File: config.mk
export PLATFORM = sky130hd
export DESIGN_NAME = link_retry_supervisor
export DESIGN_NICKNAME = d
export VERILOG_FILES = /design/src/sv/lrs_pkg.sv /design/src/sv/link_retry_supervisor.sv
export SDC_FILE = /design/constraint.sdc
export NUM_CORES = 1
export LEC_CHECK = 0
export BUFFER_PORTS_ARGS = -buffer_cell sky130_fd_sc_hd__buf_4
export CAP_MARGIN = 10
export CORE_UTILIZATION = 60
export DETAILED_ROUTE_END_ITERATION = 16
export GPL_ROUTABILITY_DRIVEN = 0
export HOLD_SLACK_MARGIN = 0.12
export MAX_ROUTING_LAYER = met4
export PLACE_DENSITY = 0.8
export SLEW_MARGIN = 20
export SYNTH_ARGS = -nofsm -noshare
export SYNTH_HDL_FRONTEND = slang
export SYNTH_SLANG_ARGS = --single-unit
File: constraint.sdc
create_clock -name clk -period 8.6 [get_ports clk]
set_input_delay 0.43 -clock clk [delete_from_list [all_inputs] [get_ports clk]]
set_output_delay 0.43 -clock clk [all_outputs]
set_load 0.02 [all_outputs]
File: src/sv/lrs_pkg.sv
`timescale 1ns / 1ps

package lrs_pkg;

  // Supervisor states; codes match the status field
  typedef enum logic [2:0] {
    ST_DISCONNECTED = 3'd0,
    ST_CONNECTING   = 3'd1,
    ST_RECONNECTING = 3'd2,
    ST_CONNECTED    = 3'd3,
    ST_FAILED       = 3'd4
  } link_state_t;

  // Error codes
  localparam logic [1:0] ERR_NONE           = 2'd0;
  localparam logic [1:0] ERR_CONNECT_EXH    = 2'd1;
  localparam logic [1:0] ERR_RECONNECT_EXH  = 2'd2;

  // Configuration register indexes
  localparam int unsigned CFG_IDX_W = 2;
  localparam logic [CFG_IDX_W-1:0] CFG_RETRY_INTERVAL = 2'd0;
  localparam logic [CFG_IDX_W-1:0] CFG_MAX_RETRIES    = 2'd1;
  localparam logic [CFG_IDX_W-1:0] CFG_FAILED_BACKOFF = 2'd2;
  localparam int unsigned CFG_DATA_W = 32;

  // Configuration reset values
  localparam logic [31:0] RETRY_INTERVAL_RST = 32'd10000;
  localparam logic [7:0]  MAX_RETRIES_RST    = 8'd5;
  localparam logic [31:0] FAILED_BACKOFF_RST = 32'd60000;

  localparam logic [7:0] RETRY_CNT_MAX = 8'd255;

  // Poll beat
  typedef struct packed {
    logic        link_up;
    logic [31:0] now_ms;
  } poll_t;

  // Result beat
  typedef struct packed {
    logic [2:0]  status;
    logic        start_connect;
    logic        drop_link;
    logic [7:0]  retry_count;
    logic [31:0] reconnect_count;
    logic [1:0]  error_code;
    logic        connected;
  } report_t;

endpackage

File: src/sv/link_retry_supervisor.sv
`timescale 1ns / 1ps

// Channel  | handshake            | beat
// ---------+----------------------+-------------------------------------------
// poll     | in_valid / in_ready  | in_data  (poll_t: link_up, now_ms)
// report   | out_valid / out_ready| out_data (report_t: status .. connected)
// config   | cfg_we               | cfg_index, cfg_wdata (no wait, no read-back)
//
// One poll per cycle while in_ready is high; its report appears in the output register the next cycle.
// The state update is one 32-bit subtract and compare plus a small state step.
// in_ready is high while the output register is empty or being drained, so a
// stall on the report side holds off polls only when a report is waiting.
// rst (synchronous) returns state, counters and config to their defaults.

module link_retry_supervisor
  import lrs_pkg::*;
(
  input  logic                 clk,
  input  logic                 rst,
  input  logic                 in_valid,
  output logic                 in_ready,
  input  poll_t                in_data,
  output logic                 out_valid,
  input  logic                 out_ready,
  output report_t              out_data,
  input  logic                 cfg_we,
  input  logic [CFG_IDX_W-1:0] cfg_index,
  input  logic [CFG_DATA_W-1:0] cfg_wdata
);

  // Configuration
  logic [31:0] retry_interval_ms;
  logic [7:0]  max_retries;
  logic [31:0] failed_backoff_ms;

  // Supervisor state
  link_state_t state, state_next;
  logic [7:0]  retries, retries_next;
  logic [31:0] last_attempt, last_attempt_next;
  logic [31:0] lost_count, lost_count_next;
  logic [1:0]  last_error, last_error_next;
  logic        start_next, drop_next;

  logic        accept;
  logic [31:0] elapsed;
  logic [7:0]  retries_inc;
  report_t     report_next;

  assign in_ready = !out_valid || out_ready;
  assign accept   = in_valid && in_ready;

  // Modular time since the last attempt, saturating retry increment
  assign elapsed     = in_data.now_ms - last_attempt;
  assign retries_inc = (retries == RETRY_CNT_MAX) ? retries : retries + 8'd1;

  // Config write decode
  always_ff @(posedge clk) begin
    if (rst) begin
      retry_interval_ms <= RETRY_INTERVAL_RST;
      max_retries       <= MAX_RETRIES_RST;
      failed_backoff_ms <= FAILED_BACKOFF_RST;
    end else if (cfg_we) begin
      unique case (cfg_index)
        CFG_RETRY_INTERVAL: retry_interval_ms <= cfg_wdata;
        CFG_MAX_RETRIES:    max_retries       <= cfg_wdata[7:0];
        CFG_FAILED_BACKOFF: failed_backoff_ms <= cfg_wdata;
        default: ;
      endcase
    end
  end

  // Next state and counters
  always_comb begin
    state_next        = state;
    retries_next      = retries;
    last_attempt_next = last_attempt;
    lost_count_next   = lost_count;
    last_error_next   = last_error;
    start_next        = 1'b0;
    drop_next         = 1'b0;
    if (in_data.link_up) begin
      if (state != ST_CONNECTED) begin
        state_next      = ST_CONNECTED;
        retries_next    = '0;
        last_error_next = ERR_NONE;
      end
    end else begin
      unique case (state) inside
        ST_CONNECTING, ST_RECONNECTING: begin
          if (elapsed >= retry_interval_ms) begin
            retries_next = retries_inc;
            if (retries_inc >= max_retries) begin
              last_error_next = (state == ST_CONNECTING) ? ERR_CONNECT_EXH
                                                         : ERR_RECONNECT_EXH;
              state_next      = ST_FAILED;
            end else begin
              start_next        = 1'b1;
              drop_next         = 1'b1;
              state_next        = ST_RECONNECTING;
              last_attempt_next = in_data.now_ms;
            end
          end
        end
        ST_FAILED: begin
          if (elapsed >= failed_backoff_ms) begin
            state_next        = ST_DISCONNECTED;
            retries_next      = '0;
            last_attempt_next = in_data.now_ms;
          end
        end
        ST_CONNECTED: begin
          lost_count_next   = lost_count + 32'd1;
          state_next        = ST_DISCONNECTED;
          retries_next      = '0;
          last_attempt_next = in_data.now_ms;
        end
        // disconnected, and any unused code
        default: begin
          start_next        = 1'b1;
          state_next        = ST_CONNECTING;
          last_attempt_next = in_data.now_ms;
        end
      endcase
    end
  end

  // Report for this poll
  always_comb begin
    report_next.status          = state_next;
    report_next.start_connect   = start_next;
    report_next.drop_link       = drop_next;
    report_next.retry_count     = retries_next;
    report_next.reconnect_count = lost_count_next;
    report_next.error_code      = last_error_next;
    report_next.connected       = in_data.link_up && (state_next == ST_CONNECTED);
  end

  // State registers
  always_ff @(posedge clk) begin
    if (rst) begin
      state        <= ST_DISCONNECTED;
      retries      <= '0;
      last_attempt <= '0;
      lost_count   <= '0;
      last_error   <= ERR_NONE;
    end else if (accept) begin
      state        <= state_next;
      retries      <= retries_next;
      last_attempt <= last_attempt_next;
      lost_count   <= lost_count_next;
      last_error   <= last_error_next;
    end
  end

  // Output register
  always_ff @(posedge clk) begin
    if (rst) begin
      out_valid <= 1'b0;
    end else if (accept) begin
      out_valid <= 1'b1;
    end else if (out_ready) begin
      out_valid <= 1'b0;
    end
  end

  always_ff @(posedge clk) begin
    if (accept) begin
      out_data <= report_next;
    end
  end

endmodule
==> flow_metrics.env, run 1 <==
export IMPL_via_count=10300
export IMPL_routed_via_density=5.79
export IMPL_postCtsSetupRepairBufs=0
export IMPL_ys_warn_count=0
export IMPL_worst_slew_pin_transition_ps=966
export IMPL_design_die_area_um2=20600
export IMPL_antennaDiodeCount=0
export IMPL_critPathArrivalTime_ps=5860
export IMPL_min_from="cfg_wdata[13]"
export IMPL_reg2reg_depth=20
export IMPL_grt_busiest_layer="met2"
export IMPL_crit_path_start_kind="flip-flop"
export IMPL_antenna_found_initial=0
export IMPL_fin_nets=1686
export IMPL_syn_area_per_cell_um2=8.39
export IMPL_layoutNonFillerInstCount=1786
export IMPL_synth_xor_area_share_pct=5.99
export IMPL_clk_latency_ps=450
export IMPL_synth_compound_area_share_pct=17.4
export IMPL_grt_overflow=0
export IMPL_grt_first_pass_wirelength_um=45600
export IMPL_rrSetupSlack_ps=3030
export IMPL_synth_top_family_by_area="simple AND/OR/NAND/NOR gates"
export IMPL_syn_area_um2=12000
export IMPL_crit_fanout=33
export IMPL_initial_core_util_pct=61.4
export IMPL_path_clk_slew_ps=80
export IMPL_multi_input_area_um2=6810
export IMPL_min_to="retry_interval_ms[13]$_SDFFE_PP1P_"
export IMPL_post_synth_num_cell_types=74
export IMPL_clockBufferDepth=2
export IMPL_synthArstFlopShare_pct=0
export IMPL_first_pass_iters=7
export IMPL_die_width_um=143
export IMPL_powerDensity_nw_per_um2=176
export IMPL_grt_pass1_vias=9561
export IMPL_grt_met2_usage_pct=48.6
export IMPL_setup_tns_ps=0
export IMPL_dp_cells=1754
export IMPL_r2r_start="last_attempt[4]$_SDFFE_PP0P_"
export IMPL_clock_skew_final_ps=9.75
export IMPL_critPathSlowestCell="nor3_2"
export IMPL_relSlewSlack_pct=35.6
export IMPL_path_cells="inv_1, ha_1, a21o_1, or3_1, o2111a_1, o2111ai_1, a21oi_1, nor3_1, a21oi_1, o311ai_2, ha_1, nand4_1, nor3_1, nand3_1, o211ai_2, buf_4, a21oi_2, nor3_2, buf_4, o31ai_1"
export IMPL_endpoint_kind="flip-flop"
export IMPL_maxSlewViolCount=0
export IMPL_fp_dieH_um=143
export IMPL_cts_resized=0
export IMPL_cts_buffers_inserted=17
export IMPL_met1_usage_pct=35.2
export IMPL_drv_cap=0
export IMPL_min_path_cells=2
export IMPL_rr_endpoint="last_attempt[10]$_SDFFE_PP0P_"
export IMPL_cts_root_buf="clkbuf_16"
export IMPL_cts_tree="done"
export IMPL_ff_latch_area_um2=4440
export IMPL_rsz0062_at_grt="no"
export IMPL_io_pins=122
export IMPL_rows=51
export IMPL_synthFlopType="dfxtp_1"
export IMPL_min_path_type="input pin to flip-flop"
export IMPL_clock_fmax_mhz=180
export IMPL_slowest_delay_ps=670
export IMPL_peakVddDrop_mv=0.149
export IMPL_grt_start_max_net_pins=100
export IMPL_crit_type="flip-flop to flip-flop"
export IMPL_drive_gt1_share_pct=12.4
export IMPL_final_hold_viol_count=0
export IMPL_fin_crit_sh_pct=64.7
export IMPL_ys_seq_elements=198
export IMPL_status="finished clean"
export IMPL_drc=0
export IMPL_wire_per_inst_um=15.7
export IMPL_grt_usage_pct=29.0
export IMPL_ant_nets=0
export IMPL_hold_buffers=0
export IMPL_min_period_ps=5570
export IMPL_p_leak_nw=5.53
export IMPL_whs_ps=191
export IMPL_synth_adder_area_share_pct=11.1
export IMPL_yosysSeqAreaShare_pct=37.1
export IMPL_syn_num_nets=1607
export IMPL_syn_inst=1429
export IMPL_fill_cells=1587
export IMPL_critPathRequiredTime_ps=8900
export IMPL_port_buffers=121
export IMPL_clock_sink_count=198
export IMPL_drt_total_wl_um=28000
export IMPL_drt_iter0_markers=694
export IMPL_area_growth_pct=13.9
export IMPL_muxShareOfSynthArea_pct=0.949
export IMPL_synth_edf_count=48
export IMPL_setup_violations_final=0
export IMPL_core_area_um2=19500
export IMPL_cts_htree_levels=4
export IMPL_synth_simple_area_share_pct=21.2
export IMPL_use_met3_pct=4.80
export IMPL_power_total_mw=2.41
export IMPL_hpwl_um=20100
power breakdown:
group	switching (mW)	internal, mW	leakage (nW)
clock	0.408	0.394	0.293
combinational	0.359	0.240	3.55
sequential	0.0177	0.989	1.70
total	0.785	1.62	5.53
cells in the final DEF (no fill, tap or decap), types with 6 or more instances in the layout:
cell type and count:
nand2b_1 57, nor3_1 19, edfxtp_1 48, a211o_1 16, xor2_1 36, and2_1 9, nand4_1 24, buf_4 131
a31oi_1 10, o31ai_1 34, xnor2_1 46, o211ai_1 7, or4_1 31, o21ai_0 47, clkinv_8 6, a211oi_1 9
mux2i_1 8, clkbuf_16 17, nor2_1 95, nand2_1 178, inv_1 124, a21oi_1 128, or3_1 18, ha_1 105
dfxtp_1 150, a21o_1 32, nand3_1 25, and3_1 20
synth_stat cells, drive strengths merged (27+ instances only):
library cell  count  area, µm²
nand2           178        668
a21oi           129        649
dfxtp           150       3000
ha              105       1310
nand2b           57        357
xnor2            46        403
nand3            27        145
o21ai            52        260
edfxtp           48       1440
a21o             32        240
o31ai            34        255
nor2             95        357
xor2             36        315
or4              31        233
inv             125        469
clkbuf           61        230
stage by stage:
step	utilization, %	setup WS (ps)	cell area (µm²)
6_report	70.0	3030	13700
5_1_grt	70.0	2570	13700
4_1_cts	69.9	3140	13700
3_5_place_dp	66.8	2810	13000
3_3_place_gp	66.8	2940	13000
2_1_floorplan	-	4110	12000
worst max-delay path by stage:
stage                     cells after the start                    startpoint                            end
final                                        20  last_attempt[4]$_SDFFE_PP0P_  last_attempt[10]$_SDFFE_PP0P_
after floorplan                              21                    in_data[0]          state[2]$_SDFFE_PP0P_
after detailed placement                     22                    in_data[0]  last_attempt[10]$_SDFFE_PP0P_
after CTS                                    20  last_attempt[0]$_SDFFE_PP0P_  last_attempt[10]$_SDFFE_PP0P_
after global placement                       24                    in_data[0]   last_attempt[5]$_SDFFE_PP0P_
after global routing                         20  last_attempt[0]$_SDFFE_PP0P_  last_attempt[18]$_SDFFE_PP0P_
cell type report:
| type | instances | share of cell area (%) |
|---|---|---|
| clock buffers | 17 | 3.11 |
| clock inverters | 15 | 1.33 |
| inverters | 125 | 3.43 |
| multi-input cells | 1034 | 49.9 |
| flip-flops and latches | 198 | 32.5 |
| well taps | 265 | 2.43 |
| repair buffers | 132 | 7.31 |
worst max-delay path: cells and delay by family, from the launching register on:
family	cells	cell delay, ps
fa+ha+maj	2	550
simple gates	6	1900
compound gates	9	1820
flops	1	310
buf+inv	3	800
flip-flops by register name, indices dropped and copies added (netlist names):
signal / flops
out_data: 48
failed_backoff_ms: 32
last_attempt: 32
lost_count: 32
retry_interval_ms: 32
max_retries: 8
retries: 8
state: 3
last_error: 2
out_valid: 1
per-layer routing:
| metal | vias up | routed length [µm] |
|---|---|---|
| li1 | 5157 | - |
| met1 | 4803 | 12500 |
| met2 | 325 | 13400 |
| met3 | 48 | 1440 |
| met4 | 0 | 648 |
| met5 | - | 0 |
cells by family after synthesis:
kind of cell,after synthesis
compound gates,327
xor+xnor,82
fa+ha+maj,106
buf+inv,197
flops,198
mux,11
simple gates,508
Note: power is estimated with default switching activity, not from simulation.
==> inputs of run 2 (changes only) <==
--- a/config.mk
+++ b/config.mk
@@ -5,14 +5,15 @@
 export SDC_FILE = /design/constraint.sdc
 export NUM_CORES = 1
 export LEC_CHECK = 0
+export ABC_AREA = 1
 export BUFFER_PORTS_ARGS = -buffer_cell sky130_fd_sc_hd__buf_4
 export CAP_MARGIN = 10
-export CORE_UTILIZATION = 60
+export CORE_UTILIZATION = 54
 export DETAILED_ROUTE_END_ITERATION = 16
 export GPL_ROUTABILITY_DRIVEN = 0
 export HOLD_SLACK_MARGIN = 0.12
 export MAX_ROUTING_LAYER = met4
-export PLACE_DENSITY = 0.8
+export PLACE_DENSITY = 0.76
 export SLEW_MARGIN = 20
 export SYNTH_ARGS = -nofsm -noshare
 export SYNTH_HDL_FRONTEND = slang
==> constraint.sdc (replaced) <==
create_clock -name clk -period 5.05 [get_ports clk]
set_input_delay 0.2525 -clock clk [delete_from_list [all_inputs] [get_ports clk]]
set_output_delay 0.2525 -clock clk [all_outputs]
set_load 0.02 [all_outputs]
==> flow_metrics.env, run 2 <==
export IMPL_status="finished clean"
export IMPL_worst_slew_pin_transition_ps=919
export IMPL_grt_first_pass_wirelength_um=44300
export IMPL_min_from="cfg_wdata[22]"
export IMPL_crit_buf_inv=6
export IMPL_cts_root_buf="clkbuf_16"
export IMPL_rows=53
export IMPL_core_area_um2=21000
export IMPL_fin_nets=1829
export IMPL_endpoint_kind="flip-flop"
export IMPL_yosysTopAreaCell="dfxtp_1"
export IMPL_drt_iter0_markers=643
export IMPL_peakVddDrop_mv=0.256
export IMPL_clock_skew_final_ps=12.3
export IMPL_p_leak_nw=6.28
export IMPL_routed_via_density=5.31
export IMPL_hpwl_um=19600
export IMPL_grt_usage_pct=25.7
export IMPL_ff_latch_area_um2=4440
export IMPL_power_total_mw=4.57
export IMPL_top_register="out_data"
export IMPL_syn_area_um2=11500
export IMPL_synthArstFlopShare_pct=0
export IMPL_syn_inst=1506
export IMPL_synthFlopType="dfxtp_1"
export IMPL_ant_nets=0
export IMPL_final_common_cell="inv_1"
export IMPL_first_pass_iters=5
export IMPL_clock_fmax_mhz=215
export IMPL_place_ws_ps=434
export IMPL_r2r_start="last_attempt[2]$_SDFFE_PP0P_"
export IMPL_via_count=10300
export IMPL_antenna_found_initial=0
export IMPL_clockBufferDepth=2
export IMPL_clock_sink_count=198
export IMPL_path_clk_slew_ps=70
export IMPL_final_hold_viol_count=0
export IMPL_crit_type="input pin to flip-flop"
export IMPL_cp_top_family="simple AND/OR/NAND/NOR gates"
export IMPL_maxSlewViolCount=0
export IMPL_postCtsSetupRepairBufs=0
export IMPL_cts_buffers_inserted=17
export IMPL_syn_num_nets=1684
export IMPL_fin_ws_ps=404
export IMPL_min_period_ps=4650
export IMPL_dp_cells=1859
export IMPL_crit_path_start_kind="input pin"
export IMPL_drive_gt1_share_pct=11.1
export IMPL_synth_edf_count=48
export IMPL_met1_usage_pct=32.1
export IMPL_synth_most_common_cell="inv_1"
export IMPL_cts_htree_levels=4
export IMPL_fp_dieH_um=148
export IMPL_ys_warn_count=0
export IMPL_setup_tns_ps=0
export IMPL_post_synth_num_cell_types=42
export IMPL_final_area_um2=13700
export IMPL_port_buffers=121
export IMPL_cp_common_cell="nand2_1"
export IMPL_critPathSlowestCell="dlygate4sd3_1"
export IMPL_drt_total_wl_um=26700
export IMPL_grt_overflow=0
export IMPL_multi_input_area_um2=5930
export IMPL_design_die_area_um2=21900
export IMPL_critPathRequiredTime_ps=5410
export IMPL_grt_pass1_vias=9503
export IMPL_drc=0
export IMPL_initial_core_util_pct=55.0
export IMPL_synth_top_area_share_pct=26.0
export IMPL_place_area_um2=12700
export IMPL_worstSetupStartpoint="in_data[0]"
export IMPL_setup_violations_final=0
export IMPL_syn_area_per_cell_um2=7.66
export IMPL_rrSetupSlack_ps=590
export IMPL_use_met3_pct=3.50
export IMPL_final_cell_mix="252 x inv_1, 221 x nand2_1, 191 x a21oi_1, 165 x o21ai_0, 150 x dfxtp_1"
export IMPL_antennaDiodeCount=0
export IMPL_synth_area_leaders="dfxtp_1 26%, edfxtp_1 12%, ha_1 11%, a21oi_1 8.3%, inv_1 8.3%"
export IMPL_layoutNonFillerInstCount=1939
export IMPL_grt_start_max_net_pins=77
export IMPL_slowest_delay_ps=560
export IMPL_drv_cap=0
export IMPL_die_width_um=148
export IMPL_io_pins=122
export IMPL_clk_latency_ps=440
export IMPL_fin_crit_sh_pct=92.0
export IMPL_ys_seq_elements=198
export IMPL_crit_fanout=50
export IMPL_min_path_type="input pin to flip-flop"
export IMPL_fill_cells=1830
export IMPL_relSlewSlack_pct=38.7
export IMPL_cts_tree="done"
export IMPL_whs_ps=127
export IMPL_grt_busiest_layer="met2"
export IMPL_yosysSeqAreaShare_pct=38.5
export IMPL_wire_per_inst_um=13.8
export IMPL_area_growth_pct=18.9
export IMPL_critPathArrivalTime_ps=5000
export IMPL_synth_top_cells_by_count="254 x inv_1, 221 x nand2_1, 192 x a21oi_1"
export IMPL_powerDensity_nw_per_um2=334
export IMPL_grt_met2_usage_pct=43.5
export IMPL_largest_reg_flops=48
export IMPL_final_core_utilization_pct=65.4
## run 2: report_power, final
part / total [mW] / internal [mW] / switching [mW]
clock: 1.31 / 0.654 / 0.656
sequential: 1.81 / 1.75 / 0.0554
combinational: 1.46 / 0.566 / 0.891
total: 4.57 / 2.97 / 1.60
## run 2: path summary, 6_finish.rpt
check	depth (start not counted)	endpoint
max reg2reg	24	last_attempt[2]$_SDFFE_PP0P_
min	3	failed_backoff_ms[22]$_SDFFE_PP0P_
max	28	last_attempt[2]$_SDFFE_PP0P_
min reg2reg	2	last_attempt[8]$_SDFFE_PP0P_
## run 2: area by class of cell
cell class,count,share of cell area [%]
Multi-Input combinational cell,1001,43.3
Sequential cell,198,32.4
Timing Repair Buffer,177,10.7
Inverter,256,7.02
Clock buffer,18,3.13
Tap cell,275,2.51
Clock inverter,14,0.995
## run 2: worst min-delay path, cell delays in order
cell and delay (ps):
buf_4 90, o21ai_0 70, a21oi_1 110
## run 2: per-layer routing
layer,vias up,wire [µm]
met5,-,0
met3,45,1080
met4,0,497
met1,4707,12100
li1,5278,-
met2,267,13000
## run 2: timing repair
action	in CTS	in global routing
setup endpoints to repair	0	25
hold buffers	48	0
resized for setup	0	2
endpoints found under the hold margin	61	0
## run 2: cell families (layout without fill, tap and decap cells)
kind of cell / count (synthesis) / after routing / synth area share [%]
simple gates: 428 / 428 / 16.5
compound gates: 404 / 404 / 18.5
buf+inv: 307 / 465 / 10.1
flops: 198 / 198 / 38.5
fa+ha+maj: 106 / 106 / 11.6
xor+xnor: 63 / 63 / 4.78
==> inputs of run 3 (changes only) <==
--- a/config.mk
+++ b/config.mk
@@ -8,12 +8,14 @@
 export ABC_AREA = 1
 export BUFFER_PORTS_ARGS = -buffer_cell sky130_fd_sc_hd__buf_4
 export CAP_MARGIN = 10
+export CORE_MARGIN = 2
 export CORE_UTILIZATION = 54
 export DETAILED_ROUTE_END_ITERATION = 16
 export GPL_ROUTABILITY_DRIVEN = 0
 export HOLD_SLACK_MARGIN = 0.12
 export MAX_ROUTING_LAYER = met4
 export PLACE_DENSITY = 0.76
+export REMOVE_ABC_BUFFERS = 1
 export SLEW_MARGIN = 20
 export SYNTH_ARGS = -nofsm -noshare
 export SYNTH_HDL_FRONTEND = slang
==> flow_metrics.env, run 3 (synthesized netlist as in run 2, its figures left out) <==
export IMPL_status="finished clean"
export IMPL_min_to="failed_backoff_ms[7]$_SDFFE_PP0P_"
export IMPL_rows=53
export IMPL_largest_reg_flops=48
export IMPL_design_die_area_um2=22500
export IMPL_min_path_type="input pin to flip-flop"
export IMPL_drv_cap=0
export IMPL_maxSlewViolCount=0
export IMPL_final_area_um2=13900
export IMPL_place_area_um2=12600
export IMPL_setup_tns_ps=0
export IMPL_setup_violations_final=0
export IMPL_cts_htree_levels=4
export IMPL_crit_path_start_kind="input pin"
export IMPL_core_area_um2=21000
export IMPL_cts_buffers_inserted=17
export IMPL_p_leak_nw=6.37
export IMPL_min_path_cells=3
export IMPL_hpwl_um=19600
export IMPL_fin_crit_sh_pct=93.6
export IMPL_clock_fmax_mhz=212
export IMPL_powerDensity_nw_per_um2=337
export IMPL_fill_cells=1798
export IMPL_ant_nets=0
export IMPL_grt_start_max_net_pins=73
export IMPL_antenna_found_initial=0
export IMPL_rr_endpoint="last_attempt[24]$_SDFFE_PP0P_"
export IMPL_min_from="cfg_wdata[7]"
export IMPL_critPathRequiredTime_ps=5430
export IMPL_clk_latency_ps=450
export IMPL_grt_pass1_vias=9634
export IMPL_peakVddDrop_mv=0.262
export IMPL_worst_slew_pin_transition_ps=998
export IMPL_dp_cells=1857
export IMPL_drive_gt1_share_pct=11.3
export IMPL_final_hold_viol_count=0
export IMPL_first_pass_iters=5
export IMPL_final_cell_mix="252 x inv_1, 221 x nand2_1, 190 x a21oi_1, 162 x o21ai_0, 150 x dfxtp_1"
export IMPL_routed_via_density=5.32
export IMPL_endpoint_kind="flip-flop"
export IMPL_final_common_cell="inv_1"
export IMPL_rrSetupSlack_ps=540
export IMPL_relSlewSlack_pct=33.4
export IMPL_grt_first_pass_wirelength_um=45000
export IMPL_cts_tree="done"
export IMPL_r2r_start="last_attempt[0]$_SDFFE_PP0P_"
export IMPL_initial_core_util_pct=54.9
export IMPL_wire_per_inst_um=14.0
export IMPL_reg2reg_depth=25
export IMPL_crit_type="input pin to flip-flop"
export IMPL_clock_sink_count=198
export IMPL_area_growth_pct=20.5
export IMPL_min_period_ps=4730
export IMPL_cts_root_buf="clkbuf_16"
export IMPL_grt_usage_pct=25.3
export IMPL_drt_iter0_markers=588
export IMPL_drc=0
export IMPL_critPathArrivalTime_ps=5100
export IMPL_port_buffers=121
export IMPL_path_clk_slew_ps=80
export IMPL_antennaDiodeCount=0
export IMPL_final_core_utilization_pct=66.1
export IMPL_clock_skew_final_ps=11.5
export IMPL_clockBufferDepth=2
export IMPL_drt_total_wl_um=27300
export IMPL_grt_overflow=0
export IMPL_fp_dieH_um=150
export IMPL_crit_fanout=63
export IMPL_top_register="out_data"
export IMPL_via_count=10400
export IMPL_worstSetupStartpoint="in_data[0]"
export IMPL_die_width_um=150
export IMPL_fin_nets=1842
export IMPL_layoutNonFillerInstCount=1952
export IMPL_io_pins=122
==> run 3: cell types whose count changed in the layout (fill, tap and decap cells not counted), sizes merged <==
cell / delta
inv: +4
clkinvlp: -3
clkbuf: -1
dlygate4sd3: +13
==> run 3: where the power goes <==
part | internal (mW) | total, mW | switching, mW
clock network | 0.681 | 1.40 | 0.719
logic | 0.577 | 1.48 | 0.903
registers | 1.75 | 1.81 | 0.0560
total | 3.01 | 4.69 | 1.68
==> run 3: timing repair <==
item | in CTS | in global routing
setup endpoints to repair | 0 | 49
hold buffers | 61 | 0
resized for setup | 0 | 7
endpoints found under the hold margin | 85 | 0
buffers inserted | 0 | 2
==> run 3: through the flow <==
stage | hold WS, ps | worst slack (ps) | power, mW
after floorplan | 322 | 896 | 2.84
after global placement | 443 | 557 | 3.18
after detailed placement | 451 | 474 | 3.23
after CTS | 121 | 307 | 4.67
after global routing | 139 | -29.0 | 4.98
final | 135 | 324 | 4.69
==> run 3: how the worst max path moves through the flow <==
stage	slack, ps	to	depth (start not counted)
global route	-30	last_attempt[24]$_SDFFE_PP0P_	28
floorplan	900	last_attempt[10]$_SDFFE_PP0P_	24
detailed placement	470	last_attempt[0]$_SDFFE_PP0P_	25
global placement	560	last_attempt[31]$_SDFFE_PP0P_	29
CTS	310	last_attempt[0]$_SDFFE_PP0P_	30
finish	320	last_attempt[24]$_SDFFE_PP0P_	28
==> run 3: area by class of cell <==
class                      instances  area (µm²)  area share [%]
multi-input combinational       1001        5940            42.8
sequential                       198        4440            32.0
timing repair buffer             190        1590            11.5
inverter                         256         961            6.91
clock buffer                      17         425            3.06
tap                              275         344            2.48
clock inverter                    15         188            1.35
==> run 3: critical path, cell delays in order <==
cell and delay, ps:
dlygate4sd3_1 580, buf_4 150, inv_1 50, ha_1 140, inv_1 60, fa_1 400, nand3_1 100, nand2_1 120
a21boi_2 270, o21ai_1 160, a21oi_2 240, o21ai_1 170, xor2_1 310, ha_1 290, nand2_1 100, inv_1 40
nand2_1 50, nand2_1 60, a21oi_1 130, nand4_1 160, nand2_2 230, nand2_4 140, nand2_1 80, nand2_1 60
nand3_2 120, buf_12 240, o21ai_0 150, a21oi_1 200
==> run 3: routing by layer <==
| metal | global-route usage, % | vias to the layer above | routed length, µm |
|---|---|---|---|
| met5 | - | - | 0 |
| met4 | 8.02 | 0 | 535 |
| met3 | 4.12 | 51 | 1190 |
| met2 | 42.9 | 275 | 13400 |
| met1 | 31.0 | 4747 | 12200 |
| li1 | - | 5313 | - |
